**src/hw/rtl/cif_pkg.sv**
```systemverilog
// ---------------------------------------------------------------------------
// cif_pkg
// Shared widths, register indexes and stage types for the integrate-and-fire
// aggregation block.
// ---------------------------------------------------------------------------
package cif_pkg;

    localparam int ALPHA_W    = 16;
    localparam int HID_W      = 16;
    localparam int POS_W      = 8;
    localparam int THR_W      = 16;
    localparam int MASK_W     = 8;
    localparam int CHUNK_W    = 9;
    localparam int INTEG_W    = 19;
    localparam int FACT_W     = 20;
    localparam int TOTAL_W    = 32;
    localparam int EMB_W      = 40;
    localparam int OUT_IDX_W  = 9;

    localparam int CFG_IDX_W  = 8;
    localparam int CFG_DATA_W = 16;

    localparam int IN_TDATA_W  = 40;
    localparam int OUT_TDATA_W = 104;

    localparam logic [CFG_IDX_W-1:0] REG_FIRE_THRESHOLD = 8'd0;
    localparam logic [CFG_IDX_W-1:0] REG_LEFT_MASKED    = 8'd1;
    localparam logic [CFG_IDX_W-1:0] REG_RIGHT_MASKED   = 8'd2;
    localparam logic [CFG_IDX_W-1:0] REG_CHUNK_FRAMES   = 8'd3;

    typedef struct packed {
        logic [THR_W-1:0]   fire_threshold;
        logic [MASK_W-1:0]  left_masked;
        logic [MASK_W-1:0]  right_masked;
        logic [CHUNK_W-1:0] chunk_frames;
    } cif_cfg_t;

    // One element after the scalar decision, on its way to the MAC stage
    typedef struct packed {
        logic                      fire;
        logic                      fend;
        logic                      pend_valid;
        logic signed [FACT_W-1:0]  factor;
        logic signed [INTEG_W-1:0] resid;
        logic [TOTAL_W-1:0]        total;
        logic signed [HID_W-1:0]   hidden;
    } cif_item_t;

endpackage

```
**src/hw/rtl/cif_front.sv**
```systemverilog
// ---------------------------------------------------------------------------
// cif_front
// Input stage: edge masking, fire decision, integral / fired-sum / counter
// state and the pending-entry fill count, registered into stage 1.
// ---------------------------------------------------------------------------
module cif_front #(
    parameter int HIDDEN_SIZE = 512,
    parameter int IDX_W       = 9,
    parameter int FILL_W      = 10
) (
    input  logic                          clk,
    input  logic                          rst_n,
    input  cif_pkg::cif_cfg_t             cfg,
    input  logic                          in_valid,
    output logic                          in_ready,
    input  logic [cif_pkg::ALPHA_W-1:0]   alpha_weight,
    input  logic signed [cif_pkg::HID_W-1:0] hidden_value,
    input  logic [cif_pkg::POS_W-1:0]     frame_pos,
    input  logic                          frame_end,
    input  logic                          restart,
    input  logic                          s1_advance,
    output logic                          s1_valid,
    output cif_pkg::cif_item_t            s1_item,
    output logic [IDX_W-1:0]              s1_idx
);
    import cif_pkg::*;

    localparam logic signed [FACT_W-1:0] INTEG_MAX = FACT_W'(262143);
    localparam logic signed [FACT_W-1:0] INTEG_MIN = -FACT_W'(262144);

    logic                      s1_valid_reg;
    cif_item_t                 s1_item_reg;
    logic [IDX_W-1:0]          s1_idx_reg;

    logic signed [INTEG_W-1:0] integral_reg, integral_next;
    logic [TOTAL_W-1:0]        fired_sum_reg, fired_sum_next;
    logic [IDX_W-1:0]          counter_reg, counter_next;
    logic [FILL_W-1:0]         fill_reg, fill_next;

    logic                      accept;
    logic signed [INTEG_W-1:0] integ;
    logic [TOTAL_W-1:0]        fsum;
    logic [IDX_W-1:0]          idx;
    logic [FILL_W-1:0]         fill;
    logic [FILL_W-1:0]         idx_f;
    logic                      left_hit, right_hit;
    logic [CHUNK_W-1:0]        right_start;
    logic [ALPHA_W-1:0]        a_eff;
    logic signed [FACT_W-1:0]  integ_x, thr_x, sum, need, diff;
    logic signed [INTEG_W-1:0] sum_sat, resid;
    logic signed [TOTAL_W+1:0] total_x;
    logic [TOTAL_W-1:0]        total;
    logic                      fire;

    function automatic logic signed [INTEG_W-1:0] sat19(input logic signed [FACT_W-1:0] x);
        logic signed [INTEG_W-1:0] r;
        if (x > INTEG_MAX)
            r = INTEG_MAX[INTEG_W-1:0];
        else if (x < INTEG_MIN)
            r = INTEG_MIN[INTEG_W-1:0];
        else
            r = x[INTEG_W-1:0];
        return r;
    endfunction

    assign in_ready = !s1_valid_reg || s1_advance;
    assign accept   = in_valid && in_ready;

    // restart acts before the element itself
    assign integ = restart ? '0 : integral_reg;
    assign fsum  = restart ? '0 : fired_sum_reg;
    assign idx   = restart ? '0 : counter_reg;
    assign fill  = restart ? '0 : fill_reg;
    assign idx_f = FILL_W'(idx);

    assign left_hit    = frame_pos < cfg.left_masked;
    assign right_start = cfg.chunk_frames - {1'b0, cfg.right_masked};
    assign right_hit   = (cfg.chunk_frames > {1'b0, cfg.right_masked})
                      && ({1'b0, frame_pos} >= right_start);
    assign a_eff       = (left_hit || right_hit) ? '0 : alpha_weight;

    assign integ_x = {integ[INTEG_W-1], integ};
    assign thr_x   = $signed({4'b0000, cfg.fire_threshold});
    assign sum     = integ_x + $signed({4'b0000, a_eff});
    assign fire    = sum >= thr_x;
    assign need    = thr_x - integ_x;
    assign diff    = sum - thr_x;
    assign sum_sat = sat19(sum);
    assign resid   = sat19(diff);

    // fired sum clamps to the unsigned 32-bit range
    assign total_x = $signed({2'b00, fsum}) + $signed({{(TOTAL_W+2-FACT_W){need[FACT_W-1]}}, need});
    always_comb
    begin
        if (total_x[TOTAL_W+1])
            total = '0;
        else if (total_x[TOTAL_W])
            total = '1;
        else
            total = total_x[TOTAL_W-1:0];
    end

    always_comb
    begin
        integral_next  = integ;
        fired_sum_next = fsum;
        if (frame_end)
        begin
            integral_next = fire ? resid : sum_sat;
            if (fire)
                fired_sum_next = total;
        end
        if (frame_end || (idx_f + 1'b1 == FILL_W'(HIDDEN_SIZE)))
            counter_next = '0;
        else
            counter_next = idx + 1'b1;
        // entries touched since restart always form a prefix of the store
        fill_next = (idx_f == fill) ? fill + 1'b1 : fill;
    end

    always_ff @(posedge clk or negedge rst_n)
    begin
        if (!rst_n)
        begin
            integral_reg  <= '0;
            fired_sum_reg <= '0;
            counter_reg   <= '0;
            fill_reg      <= '0;
            s1_valid_reg  <= 1'b0;
        end
        else
        begin
            if (accept)
            begin
                integral_reg  <= integral_next;
                fired_sum_reg <= fired_sum_next;
                counter_reg   <= counter_next;
                fill_reg      <= fill_next;
            end
            if (in_ready)
                s1_valid_reg <= accept;
        end
    end

    always_ff @(posedge clk)
    begin
        if (accept)
        begin
            s1_item_reg.fire       <= fire;
            s1_item_reg.fend       <= frame_end;
            s1_item_reg.pend_valid <= idx_f < fill;
            s1_item_reg.factor     <= fire ? need : $signed({4'b0000, a_eff});
            s1_item_reg.resid      <= resid;
            s1_item_reg.total      <= total;
            s1_item_reg.hidden     <= hidden_value;
            s1_idx_reg             <= idx;
        end
    end

    assign s1_valid = s1_valid_reg;
    assign s1_item  = s1_item_reg;
    assign s1_idx   = s1_idx_reg;

endmodule

```
**config.mk**
```make
export PLATFORM = sky130hd
export DESIGN_NAME = cif_front
export DESIGN_NICKNAME = d
export VERILOG_FILES = /design/src/hw/rtl/cif_pkg.sv /design/src/hw/rtl/cif_front.sv
export SDC_FILE = /design/constraint.sdc
export NUM_CORES = 1
export LEC_CHECK = 0
export ABC_AREA = 1
export CAP_MARGIN = 20
export CORE_MARGIN = 8
export CORE_UTILIZATION = 45
export CTS_BUF_LIST = sky130_fd_sc_hd__clkbuf_8
export CTS_CLUSTER_DIAMETER = 200
export DETAILED_ROUTE_END_ITERATION = 16
export DONT_BUFFER_PORTS = 1
export PLACE_DENSITY_LB_ADDON = 0.25
export REMOVE_ABC_BUFFERS = 1
export SLEW_MARGIN = 20
export SYNTH_ARGS = -nofsm -noshare
export SYNTH_HDL_FRONTEND = slang
export SYNTH_SLANG_ARGS = --single-unit
```
**constraint.sdc**
```tcl
create_clock -name clk -period 12 [get_ports clk]
set_clock_uncertainty 0.05 [all_clocks]
set_input_delay 1.8 -clock clk [delete_from_list [all_inputs] [get_ports clk]]
set_output_delay 1.8 -clock clk [all_outputs]
set_load 0.02 [all_outputs]
```
==> results.txt <==
Status: finished clean
GRT Resource Usage Total: 22.04%
Least-Margin Pin Slew: 1.080 ns
Gate Count Post-Synth: 1,884
Post-route clock period utilization: 71.56%
CTS clk-pin slew, worst paths: 0.10 ns
Initial antenna violation count: 1
Overflow after GRT: 0
Final Max Tran Viols: 0
Worst Path Arrival: 8.92 ns
Worst vdd ir: 0.08687 mV
Sequential share of power: 31.2%
Design area: 14,500 um^2
Post-layout net count: 2,064
Max Root-Sink Buffers: 2
Compound-gate portion of the synthesized area: 12.56%
Final WL: 40,220 um
Dpl hpwl: 30,990 um
Hold crit path type: reg -> reg
Resized Gates After CTS: 0
Mapped Area: 13,870 um^2
Largest family of logic cells by synthesized area: simple AND/OR/NAND/NOR gates
P_leak: 7.225 nW
Syn avg cell area: 7.364 um^2
Setup TNS: 0 ns
Pwr dens: 254.8 nW/um^2
TritonCTS clock tree: yes
Data required time of the critical path: 12.33 ns
Top-count cell post-synth: nand2_1
Combinational power share: 57.8%
Vert. Die Dim: 191.6 um
WHS: 0.4349 ns
Worst-Skew Late Latency: 0.48 ns
Fin. Hold Viols: 0
Synth Area in Adders: 11.09%
Minimum clock period: 8.587 ns
Finished Core Util: 47.53%
Placer Congestion: 0.9164
Post-synth top cells: 505 x nand2_1, 264 x inv_1, 170 x nor2_1, 130 x a21oi_1
Crit Path Max Fanout: 33
Post-DP Area: 14,130 um^2
Mux contribution to synthesized area: 0%
Commonest register cell after synthesis: edfxtp_1
Antenna viol nets, final: 0
Rows: 64
Clock Tree Root: clkbuf_8
XOR/XNOR Fraction of Synth Area: 5.808%
CP Launch Point: cfg[0]
Syn. warnings: 0
Internal power: 1.772 mW
Max cap viols: 0
Number of hold buffers added after cts: 0
Library cells used by synthesis: 53
Final setup vio count: 0
CP Class: in -> reg
Clock share of power: 11.1%
# Post-CTS Setup Buffers: 0
Synth Area in Simple Gates: 26.77%
Register area share after synthesis: 34.23%
FFs w/ async S/R, synth: 41.76%
Share of layout cells above drive strength 1: 5.561%
Avg WL per Cell: 17.74 um
Synth Register Bits: 170
Critical Path End Type: flop
Min-delay src: fired_sum_reg[7]$_DFFE_PN0P_
Starting Density: 45.48%
Core area: 30,510 um^2
Initial detailed-routing violation count: 990
Vias after detailed routing: 12,240
Crit-path max cell delay: 0.72 ns
CP dominant cell by count: nand2_1
Sw frac: 52.02%
Die width: 191.6 um
Top cells by area, synth: edfxtp_1 21%, nand2_1 14%, dfrtp_1 13%
Clock sinks: 170
Max_slew headroom: 27.98%
Switching pwr: 1.922 mW
H-Tree Depth: 4
Port buffer count: 0
Routed vias/inst: 5.398
Fmax: 116.4 MHz
Cell taking the most area after synthesis: edfxtp_1
TritonCTS Buffers: 17
Top Ports: 188
Max reg flops: 90
DRT Pass-1 Iters: 5
P&R area growth vs syn: 4.518%
Global-route wire length before repair: 64,290 um
Vias in the first global route: 11,840
RSZ-0062 raised after global routing: no
Reg2Reg Launch Point: integral_reg[0]$_DFFE_PN0P_
Crit start category: input pin
DRC viols: 0
Largest net degree at the start of global routing: 95
Die area: 36,710 um^2
Post-synth EDFFs: 99
Share of the synthesized area in the top cell type: 21.43%
Slowest-stage cell, CP: nor2_4
==> critical path, delay by kind of cell <==
| family | cells | cell delay (ns) |
|---|---|---|
| AOI/OAI and AO/OA | 4 | 0.92 |
| and+or+nand+nor | 23 | 3.67 |
| xor gates and xnor gates | 2 | 0.31 |
| adders and majority gates | 5 | 1.57 |
| buffers and inverters | 5 | 0.61 |
==> cells by family (layout without fill, tap and decap cells) <==
family / count (synthesis) / count (layout)
buffers and inverters: 323 / 309
DFF: 170 / 170
AOI/OAI and AO/OA: 308 / 308
xor gates and xnor gates: 92 / 92
adders and majority gates: 120 / 120
and+or+nand+nor: 871 / 871
other: 0 / 1
==> layout make-up <==
cell class | count | area (um^2)
Antenna cell | 1 | 2.502
Clock buffer | 17 | 234.0
Clock inverter | 15 | 138.9
Fill cell | 3077 | 16010
Inverter | 273 | 1040
Multi-Input combinational cell | 1391 | 7811
Sequential cell | 170 | 4750
Tap cell | 396 | 495.5
Timing Repair Buffer | 4 | 30.03
==> cell usage in the layout, fill, tap and decap left out, types with 8 or more instances in the layout <==
master	n
nand2_1	504
inv_1	264
nor2_1	170
a21oi_1	130
nand3_1	115
ha_1	115
edfxtp_1	99
o21ai_0	74
dfrtp_1	71
xor2_1	50
xnor2_1	41
o21ai_1	34
nand4_1	21
clkbuf_8	17
a21o_1	13
nor3_1	12
a31oi_1	11
a21oi_2	11
nand2_2	10
nor2_2	8
==> per-layer routing <==
layer | GRT usage, % | vias up | routed length (um)
li1 | - | 6102 | -
met1 | 29.34 | 5739 | 18960
met2 | 35.90 | 365 | 18040
met3 | 5.138 | 32 | 2747
met4 | 5.003 | 0 | 472
met5 | 0 | - | 0
==> final timing paths <==
| path | depth (start not counted) | slack (ns) | to |
|---|---|---|---|
| max | 39 | 3.41 | fired_sum_reg[26]$_DFFE_PN0P_ |
| min | 2 | 0.43 | fired_sum_reg[7]$_DFFE_PN0P_ |
| max reg2reg | 24 | 6.68 | fired_sum_reg[25]$_DFFE_PN0P_ |
| min reg2reg | 2 | 0.43 | fired_sum_reg[7]$_DFFE_PN0P_ |
| max in group asynchronous | 0 | 10.77 | fired_sum_reg[31]$_DFFE_PN0P_ |
| min in group asynchronous | 0 | 0.95 | integral_reg[4]$_DFFE_PN0P_ |
==> power groups by stage <==
stage	Combinational (mW)	Clock (mW)	Sequential [mW]
global route	2.42	0.447	1.18
detailed placement	2.11	0	1.17
floorplan	1.59	0	1.13
global placement	2.10	0	1.16
CTS	2.13	0.421	1.16
finish	2.13	0.409	1.15
==> through the flow <==
step	instances	setup WS (ns)	power (mW)
global route	2267	2.865	4.043
detailed placement	2234	2.949	3.280
CTS	2266	3.468	3.705
global placement	2234	3.177	3.261
floorplan	1834	4.439	2.721
finish	2267	3.413	3.694
Note: power is estimated with default switching activity, not from simulation.
